## src/qiks_pkg.sv

```systemverilog
`timescale 1ns / 1ps

package qiks_pkg;

  // Window of earlier bytes; the longest keyword is seven characters
  localparam int WINDOW_DEPTH = 6;
  localparam int KW_MAX_LEN   = WINDOW_DEPTH + 1;

  // Keyword slots
  localparam int KW_COUNT = 5;
  localparam int KW_OR    = 0;
  localparam int KW_UNION = 1;
  localparam int KW_JOIN  = 2;
  localparam int KW_DASH  = 3;
  localparam int KW_SLASH = 4;

  localparam int KW_LEN [KW_COUNT] = '{4, 7, 6, 2, 2};

  // Keyword text, first character at index 0, padded with zero bytes
  localparam logic [7:0] KW_TABLE [KW_COUNT][KW_MAX_LEN] = '{
    '{" ", "O", "R", " ", 8'h00, 8'h00, 8'h00},
    '{" ", "U", "N", "I", "O", "N", " "},
    '{" ", "J", "O", "I", "N", " ", 8'h00},
    '{"-", "-", 8'h00, 8'h00, 8'h00, 8'h00, 8'h00},
    '{"/", "*", 8'h00, 8'h00, 8'h00, 8'h00, 8'h00}
  };

  localparam logic [7:0] CHAR_SEMI = ";";
  localparam logic [7:0] CHAR_LC_A = "a";
  localparam logic [7:0] CHAR_LC_Z = "z";
  localparam logic [7:0] CASE_GAP  = 8'd32;

  // Only a..z are mapped; everything else passes unchanged
  function automatic logic [7:0] upcase(input logic [7:0] c);
    logic [7:0] r;
    r = c;
    if (c >= CHAR_LC_A && c <= CHAR_LC_Z) begin
      r = c - CASE_GAP;
    end
    return r;
  endfunction

endpackage

```

## src/qiks_in_if.sv

```systemverilog
`timescale 1ns / 1ps

interface qiks_in_if;
  logic       valid;
  logic       ready;
  logic [7:0] query_byte;
  logic       last_byte;

  modport source (output valid, output query_byte, output last_byte, input ready);
  modport sink   (input valid, input query_byte, input last_byte, output ready);
endinterface

```

## src/qiks_out_if.sv

```systemverilog
`timescale 1ns / 1ps

interface qiks_out_if;
  logic valid;
  logic ready;
  logic tautology_found;
  logic union_found;
  logic extra_statement_found;
  logic comment_found;
  logic query_passed;

  modport source (output valid, output tautology_found, output union_found,
                  output extra_statement_found, output comment_found,
                  output query_passed, input ready);
  modport sink   (input valid, input tautology_found, input union_found,
                  input extra_statement_found, input comment_found,
                  input query_passed, output ready);
endinterface

```

## src/qiks_cell.sv

```systemverilog
`timescale 1ns / 1ps

// One window position: holds an upper-cased byte, passes it on at each shift,
// and compares it with the keyword characters expected at its distance.
module qiks_cell
  import qiks_pkg::*;
#(
  parameter int POS = 0
) (
  input  logic                clk,
  input  logic                rst,
  input  logic                shift,
  input  logic                clear,
  input  logic [7:0]          char_in,
  output logic [7:0]          char_out,
  output logic [KW_COUNT-1:0] char_eq
);

  logic [7:0] held;

  // Shift stage; cleared at the end of each query
  always_ff @(posedge clk) begin
    if (rst || clear) begin
      held <= '0;
    end else if (shift) begin
      held <= char_in;
    end
  end

  assign char_out = held;

  // Keyword characters this cell must see; positions past a keyword's start
  // do not take part
  for (genvar j = 0; j < KW_COUNT; j++) begin : g_kw
    if (POS + 1 < KW_LEN[j]) begin : g_cmp
      assign char_eq[j] = (held == KW_TABLE[j][KW_LEN[j] - 2 - POS]);
    end else begin : g_free
      assign char_eq[j] = 1'b1;
    end
  end

endmodule

```

## src/query_injection_keyword_scanner_core.sv

```systemverilog
`timescale 1ns / 1ps

// The result word appears in the cycle after the last byte is taken.
// Throughput: one byte per cycle while ready is high; the keyword compare across the six-cell
// window and the current byte completes within that cycle.
// Input stalls only while a result word waits and the sink holds ready low.
// Reset (synchronous, rst high) clears the window, sticky flags and output valid bit.
module query_injection_keyword_scanner_core
  import qiks_pkg::*;
(
  input logic      clk,
  input logic      rst,
  qiks_in_if.sink  query_in,
  qiks_out_if.source result_out
);

  logic                take;
  logic                finish;
  logic [7:0]          cur;
  logic                semi;
  logic [7:0]          window [WINDOW_DEPTH];
  logic [KW_COUNT-1:0] cell_eq [WINDOW_DEPTH];
  logic [KW_COUNT-1:0] cur_eq;
  logic [KW_COUNT-1:0] kw_hit;
  logic [3:0]          found;
  logic [3:0]          found_next;
  logic [1:0]          pending;
  logic [1:0]          bytes_seen;
  logic                out_valid;
  logic [3:0]          out_flags;

  // Handshake: take a byte whenever the output register is free or draining
  assign query_in.ready = !out_valid || result_out.ready;
  assign take   = query_in.valid && query_in.ready;
  assign finish = take && query_in.last_byte;

  assign cur  = upcase(query_in.query_byte);
  assign semi = (query_in.query_byte == CHAR_SEMI);

  // Window chain
  for (genvar k = 0; k < WINDOW_DEPTH; k++) begin : g_cell
    logic [7:0] feed;
    if (k == 0) begin : g_head
      assign feed = cur;
    end else begin : g_link
      assign feed = window[k-1];
    end
    qiks_cell #(.POS(k)) u_cell (
      .clk      (clk),
      .rst      (rst),
      .shift    (take),
      .clear    (finish),
      .char_in  (feed),
      .char_out (window[k]),
      .char_eq  (cell_eq[k])
    );
  end

  // Last character of each keyword against the current byte
  for (genvar j = 0; j < KW_COUNT; j++) begin : g_cur
    assign cur_eq[j] = (cur == KW_TABLE[j][KW_LEN[j] - 1]);
  end

  // Combine the cell compares
  always_comb begin
    kw_hit = cur_eq;
    for (int k = 0; k < WINDOW_DEPTH; k++) begin
      kw_hit = kw_hit & cell_eq[k];
    end
  end

  // Sticky flags: bit0 tautology, bit1 union/join, bit2 extra statement, bit3 comment
  always_comb begin
    found_next = found;
    if (kw_hit[KW_OR]) begin
      found_next[0] = 1'b1;
    end
    if (kw_hit[KW_UNION] || kw_hit[KW_JOIN]) begin
      found_next[1] = 1'b1;
    end
    if (pending[1] || (query_in.last_byte && bytes_seen == 2'd0 && semi)) begin
      found_next[2] = 1'b1;
    end
    if (kw_hit[KW_DASH] || kw_hit[KW_SLASH]) begin
      found_next[3] = 1'b1;
    end
  end

  // Per-query state
  always_ff @(posedge clk) begin
    if (rst || finish) begin
      found      <= '0;
      pending    <= '0;
      bytes_seen <= '0;
    end else if (take) begin
      found      <= found_next;
      pending    <= {pending[0], semi};
      if (bytes_seen != 2'd2) begin
        bytes_seen <= bytes_seen + 2'd1;
      end
    end
  end

  // Output register
  always_ff @(posedge clk) begin
    if (rst) begin
      out_valid <= 1'b0;
    end else if (finish) begin
      out_valid <= 1'b1;
    end else if (result_out.ready) begin
      out_valid <= 1'b0;
    end
  end

  always_ff @(posedge clk) begin
    if (finish) begin
      out_flags <= found_next;
    end
  end

  assign result_out.valid                 = out_valid;
  assign result_out.tautology_found       = out_flags[0];
  assign result_out.union_found           = out_flags[1];
  assign result_out.extra_statement_found = out_flags[2];
  assign result_out.comment_found         = out_flags[3];
  assign result_out.query_passed          = (out_flags == 4'd0);

`ifndef NO_ASSERTIONS
  a_result_follows: assert property (@(posedge clk) disable iff (rst)
    finish |=> result_out.valid)
    else $error("no result word after last byte");

  a_state_cleared: assert property (@(posedge clk) disable iff (rst)
    finish |=> (found == 4'd0 && pending == 2'd0 && bytes_seen == 2'd0))
    else $error("query state not cleared after last byte");

  a_free_accepts: assert property (@(posedge clk) disable iff (rst)
    !out_valid |-> query_in.ready)
    else $error("input stalled while output register empty");

  a_pass_consistent: assert property (@(posedge clk) disable iff (rst)
    result_out.valid |-> (result_out.query_passed ==
      !(result_out.tautology_found || result_out.union_found ||
        result_out.extra_statement_found || result_out.comment_found)))
    else $error("pass bit disagrees with flags");
`endif

endmodule
```

## src/flat_wrapper.sv

```systemverilog
// flat-port wrapper written by rule: the top's interface ports become plain ports
module query_injection_keyword_scanner_core_flat import qiks_pkg::*;
  (clk, rst, query_in_valid, query_in_query_byte, query_in_last_byte, query_in_ready, result_out_valid, result_out_tautology_found, result_out_union_found, result_out_extra_statement_found, result_out_comment_found, result_out_query_passed, result_out_ready);
  qiks_in_if query_in_i ();
  qiks_out_if result_out_i ();
  input logic clk;
  input logic rst;
  input wire logic [$bits(query_in_i.valid)-1:0] query_in_valid;
  input wire logic [$bits(query_in_i.query_byte)-1:0] query_in_query_byte;
  input wire logic [$bits(query_in_i.last_byte)-1:0] query_in_last_byte;
  output wire logic [$bits(query_in_i.ready)-1:0] query_in_ready;
  output wire logic [$bits(result_out_i.valid)-1:0] result_out_valid;
  output wire logic [$bits(result_out_i.tautology_found)-1:0] result_out_tautology_found;
  output wire logic [$bits(result_out_i.union_found)-1:0] result_out_union_found;
  output wire logic [$bits(result_out_i.extra_statement_found)-1:0] result_out_extra_statement_found;
  output wire logic [$bits(result_out_i.comment_found)-1:0] result_out_comment_found;
  output wire logic [$bits(result_out_i.query_passed)-1:0] result_out_query_passed;
  input wire logic [$bits(result_out_i.ready)-1:0] result_out_ready;
  assign query_in_i.valid = query_in_valid;
  assign query_in_i.query_byte = query_in_query_byte;
  assign query_in_i.last_byte = query_in_last_byte;
  assign query_in_ready = query_in_i.ready;
  assign result_out_valid = result_out_i.valid;
  assign result_out_tautology_found = result_out_i.tautology_found;
  assign result_out_union_found = result_out_i.union_found;
  assign result_out_extra_statement_found = result_out_i.extra_statement_found;
  assign result_out_comment_found = result_out_i.comment_found;
  assign result_out_query_passed = result_out_i.query_passed;
  assign result_out_i.ready = result_out_ready;
  query_injection_keyword_scanner_core u_core (.clk(clk), .rst(rst), .query_in(query_in_i), .result_out(result_out_i));
endmodule
```

## config.mk

```make
export PLATFORM = sky130hd
export DESIGN_NAME = query_injection_keyword_scanner_core_flat
export DESIGN_NICKNAME = d
export VERILOG_FILES = /design/src/qiks_pkg.sv /design/src/qiks_in_if.sv /design/src/qiks_out_if.sv /design/src/qiks_cell.sv /design/src/query_injection_keyword_scanner_core.sv /design/src/flat_wrapper.sv
export SDC_FILE = /design/constraint.sdc
export NUM_CORES = 1
export LEC_CHECK = 0
export BUFFER_PORTS_ARGS = -buffer_cell sky130_fd_sc_hd__buf_4
export CAP_MARGIN = 25
export CORE_ASPECT_RATIO = 1.5
export CORE_MARGIN = 2
export CORE_UTILIZATION = 25
export CTS_CLUSTER_SIZE = 14
export DETAILED_ROUTE_END_ITERATION = 7
export PLACE_DENSITY = 0.42
export SYNTH_ARGS = -nofsm -noshare
export SYNTH_HDL_FRONTEND = slang
export SYNTH_HIERARCHICAL = 1
export SYNTH_SLANG_ARGS = --single-unit
```

## constraint.sdc

```tcl
create_clock -name clk -period 2.2 [get_ports clk]
set_input_delay 0.22 -clock clk [delete_from_list [all_inputs] [get_ports clk]]
set_output_delay 0.22 -clock clk [all_outputs]
set_load 0.005 [all_outputs]
```

# == Yosys cells after proc, flatten, opt, wreduce, memory -nomap -nowiden ==
# Index checks and enable logic that the tools add are counted.
# word_totals
reg_bits,61
output_inout_bits,7
input_bits,13
# op_classes
n_eq_ne,19
bitwise,6
mux,7
order_cmp,2
n_addsub,2
n_reduce_logical,15
# op_table
op,count
"== test 8 x 6 -> 1 bit, second input constant",9
"== test 8 x 7 -> 1 bit, second input constant",9
bitwise AND 5 bit,6
">= comparator 8 x 7 -> 1 bit, second input constant",1
"<= comparator 8 x 7 -> 1 bit, second input constant",1
2-to-1 mux 8 bit,1
"subtractor 8 x 6 -> 8 bit, second input constant",1
2-to-1 mux 1 bit,6
logical AND 1 bit,5
logical OR 1 bit,5
logical NOT 4 bit,1
"adder 2 x 1 -> 2 bit, second input constant",1
logical NOT 2 bit,1
"!= test 2 bit, second input constant",1
AND reduction 2 bit,1
nonzero test 2 bit,1
logical NOT 1 bit,1

# == Logic depth before layout (Yosys ltp) ==
# depth
ltp_word,12
depth_mapped,7
depth_no_buf,6

# == By module ==
# Netlist, hierarchy kept.
# by_module_without_submodules
mod,instances,seq_area_each_um2,cells_each,area_each_um2
query_injection_keyword_scanner_core,1,300.3,89,757.0
qiks_cell at u_core.g_cell[0].u_cell,1,160.2,38,387.9
qiks_cell at u_core.g_cell[2].u_cell,1,160.2,37,356.6
qiks_cell at u_core.g_cell[3].u_cell,1,160.2,35,352.8
qiks_cell at u_core.g_cell[4].u_cell,1,160.2,36,350.3
qiks_cell at u_core.g_cell[5].u_cell,1,160.2,35,349.1
qiks_cell at u_core.g_cell[1].u_cell,1,160.2,36,346.6

# == Worst setup path before layout ==
# No wires, ideal clock.
# synth_timing
kind,reg2reg
from,register u_core.g_cell[1].u_cell.held[7]
to,register u_core.out_flags[1] (data pin)
period_less_slack_ns,1.527
slack_ns,0.673
t_arrival_ns,1.395
stages_incl_launch_ff,8
cell_sequence,dfxtp_1 or4b_1 nor2_1 buf_4 nand4_1 o22ai_1 nand2b_1 nand2b_1
# synth_rtl
element,line,source
"start, declared",qiks_cell.sv:19,logic [7:0] held;
"start signal, assigned",qiks_cell.sv:26,held <= char_in;
"end signal, assigned",query_injection_keyword_scanner_core.sv:117,out_flags <= found_next;
"end, declared",query_injection_keyword_scanner_core.sv:30,logic [3:0] out_flags;

==> impl_metrics.tcl <==
set metrics [dict create \
    async_flop_share 0 \
    die_w_um 91.9 \
    syn_inst 306 \
    area_delta_synth_final_pct 18.2 \
    clk_latency_ps 330 \
    crit_path_max_incr_delay_ps 550 \
    sw_frac_of_total 0.224 \
    firstDrtPassIters 4 \
    worstReg2RegStart "u_core/g_cell[2].u_cell/char_out[7]" \
    crit_arrival_ps 1910 \
    status "finished clean" \
    leakagePower_nw 1.36 \
    ios 20 \
    synth-simple-area-share 0.258 \
    cts_resized 0 \
    reg2reg_to "u_core/out_flags[0]" \
    hpwlAfterDp_mm 4.55 \
    ff_latch_area_sq_um 1260 \
    numCtsBuffers 9 \
    rrSetupSlack_ps 490 \
    holdPathEnd "u_core/pending[1]" \
    rsz0062_at_grt "no" \
    ir_drop_mv 0.314 \
    grt_usage 0.107 \
    antennaDiodeCount 0 \
    hold_start "rst" \
    htree_levels 3 \
    synth_top_area_share 0.393 \
    die-area_sq_um 12500 \
    fp-row-count 48 \
    mostFrequentLayoutCell "nor2_1" \
    hold_class "in2reg" \
    critPathKind "reg2reg" \
    ys_seq_area_frac 0.435 \
    synth_edf_count 4 \
    coreArea_sq_um 11400 \
    cts_hold_buf 0 \
    io_buffers 19 \
    drv_slew 0 \
    post-place-ws_ps 454 \
    drc_errors 0 \
    p_comb_frac 0.064 \
    cap_violations 0 \
    cts_tree "built" \
    reg2regPathDepth 5 \
    path_max_fanout 4 \
    p_seq_frac 0.405 \
    start_kind "register" \
    multiInputGateArea_sq_um 1450 \
    grt_max_degree 28 \
    start_util 0.254 \
    nNetsFinal 334 \
    yosysUniqueCellTypes 48 \
    drive_gt1_frac 0.149 \
    crit_required_ps 2400 \
    hold_viol 0 \
    synth_xor_area_frac 0 \
    end_kind "register" \
    synth.top_cells.by_area "dfxtp_1, mux2i_1, nor2_1, buf_4, edfxtp_1" \
    fin_hold_ws_ps 153 \
    internal-power_mw 2.21 \
    die_y_um 136 \
    ys.flop_type "dfxtp_1" \
    syn_avg_cell_area_sq_um 9.48 \
    finalClockSkew_ps 8.20 \
    max_freq_mhz 586 \
    num_vias 2038 \
    setup_slack_ps 494 \
    grt.busiest_layer "met2" \
    grt_util_met1 0.116 \
    p_sw_mw 0.639 \
    ys_ff_latch 61 \
    yosysWarnings 6 \
    setup_viol 0 \
    grt_pass1_wl_mm 10.2 \
    synth_top_family_by_area "simple AND/OR/NAND/NOR gates" \
    place_congestion 0.686 \
    routed_wl_mm 6.13 \
    path_cells "or4_4 -> nor4_2 -> nand4_1 -> nor3_2 -> or2_1" \
    fin_setup_tns_ps 0 \
    synthAdderAreaFrac 0.0129 \
    crit_slowest_cell "or4_4" \
    yosys.area.top_type "dfxtp_1" \
    grt_use_met3 0.0283 \
    grt_util_met2 0.189 \
    muxShareOfSynthArea 0.166 \
    fin_crit_sh 0.776 \
    drt_iter0_markers 71 \
    clockBufferDepth 2 \
    holdPathStages 2 \
    clk_pin_slew_ps 60 \
    num-fill-cells 1213 \
    grt_pass1_vias 1986 \
    synth_compound_area_frac 0.0449 \
    antenna_found_initial 0 \
    wl_per_cell_um 13.0 \
    final_cell_mix "nor2_1, dfxtp_1, mux2i_1" \
    ant_nets 0 \
    clock-sinks 61 \
    syn_area_sq_um 2900 \
    p_clk_frac 0.531 \
    gr-total-overflow 0 \
    post-route-min-period_ps 1710 \
    root_buffer "clkbuf_16" \
    powerDensity_nw_per_um2 831 \
    vias_per_cell 4.31 \
    post_cts_buffers 0 \
]
how the worst max path moves through the flow:
stage | startpoint | to | slack, ps
detailed placement | query_in_query_byte[7] | u_core/out_flags[0] | 450
finish | u_core/g_cell[2].u_cell/char_out[7] | u_core/out_flags[0] | 490
CTS | u_core/g_cell[2].u_cell/char_out[7] | u_core/out_flags[0] | 450
floorplan | u_core/g_cell[1].u_cell/char_out[7] | u_core/out_flags[1] | 670
global placement | query_in_query_byte[7] | u_core/out_flags[0] | 450
global route | u_core/g_cell[2].u_cell/char_out[7] | u_core/out_flags[0] | 390
power groups by stage:
stage	combinational, mW	sequential (mW)	clock [mW]
after floorplan	0.147	1.17	0
after global placement	0.182	1.18	0
after detailed placement	0.184	1.18	0
after CTS	0.185	1.15	1.56
after global routing	0.203	1.15	1.61
final	0.182	1.15	1.51
through the flow:
| stage | cell area [sq um] | power (mW) | instances | utilization |
|---|---|---|---|---|
| 6_report | 3430 | 2.85 | 473 | 0.300 |
| 5_1_grt | 3430 | 2.97 | 473 | 0.300 |
| 4_1_cts | 3430 | 2.90 | 473 | 0.300 |
| 3_5_place_dp | 3100 | 1.36 | 457 | 0.272 |
| 3_3_place_gp | 3100 | 1.36 | 457 | 0.272 |
| 2_1_floorplan | 2930 | 1.32 | 315 | - |
cells in the mapped netlist, drive strengths merged, types with 4 or more instances:
cell	n
dfxtp	57
buf	26
inv	6
edfxtp	4
nor3	4
mux2i	48
nor4	7
or2	7
nor2	58
a21oi	6
nand2b	7
conb	5
nand2	13
o21ai	5
nand4	8
nand3	4
worst max-delay path, delay by kind of cell, from the launching register on:
kind             cells  cell delay, ps
DFF                  1             340
and+or+nand+nor      5            1250
cell type report:
class / count / share of cell area
clock inverters: 7 / 0.0288
multi-input cells: 219 / 0.423
inverters: 6 / 0.00657
clock buffers: 9 / 0.0657
flip-flops and latches: 61 / 0.368
repair buffers: 21 / 0.0533
well taps: 150 / 0.0548
flip-flops by register name (all words and copies together), names as in the netlist:
signal,count
u_core/g_cell.u_cell/char_out,48
u_core/out_flags,4
u_core/bytes_seen,2
u_core/result_out.valid,1
u_core/pending,2
u_core/found,4
cells by family (layout without fill, tap and decap cells):
kind of cell / count (synthesis) / in the layout
compound gates: 20 / 20
fa+ha+maj: 3 / 3
buf+inv: 35 / 43
flops: 61 / 61
mux: 48 / 48
other cells: 5 / 14
simple gates: 134 / 134
layer usage:
metal | up-vias | wire [um]
met5 | - | 0
met4 | 0 | 162
met3 | 10 | 146
met2 | 23 | 3210
met1 | 938 | 2610
li1 | 1067 | -
No activity file was read; power rests on OpenSTA's default activity.
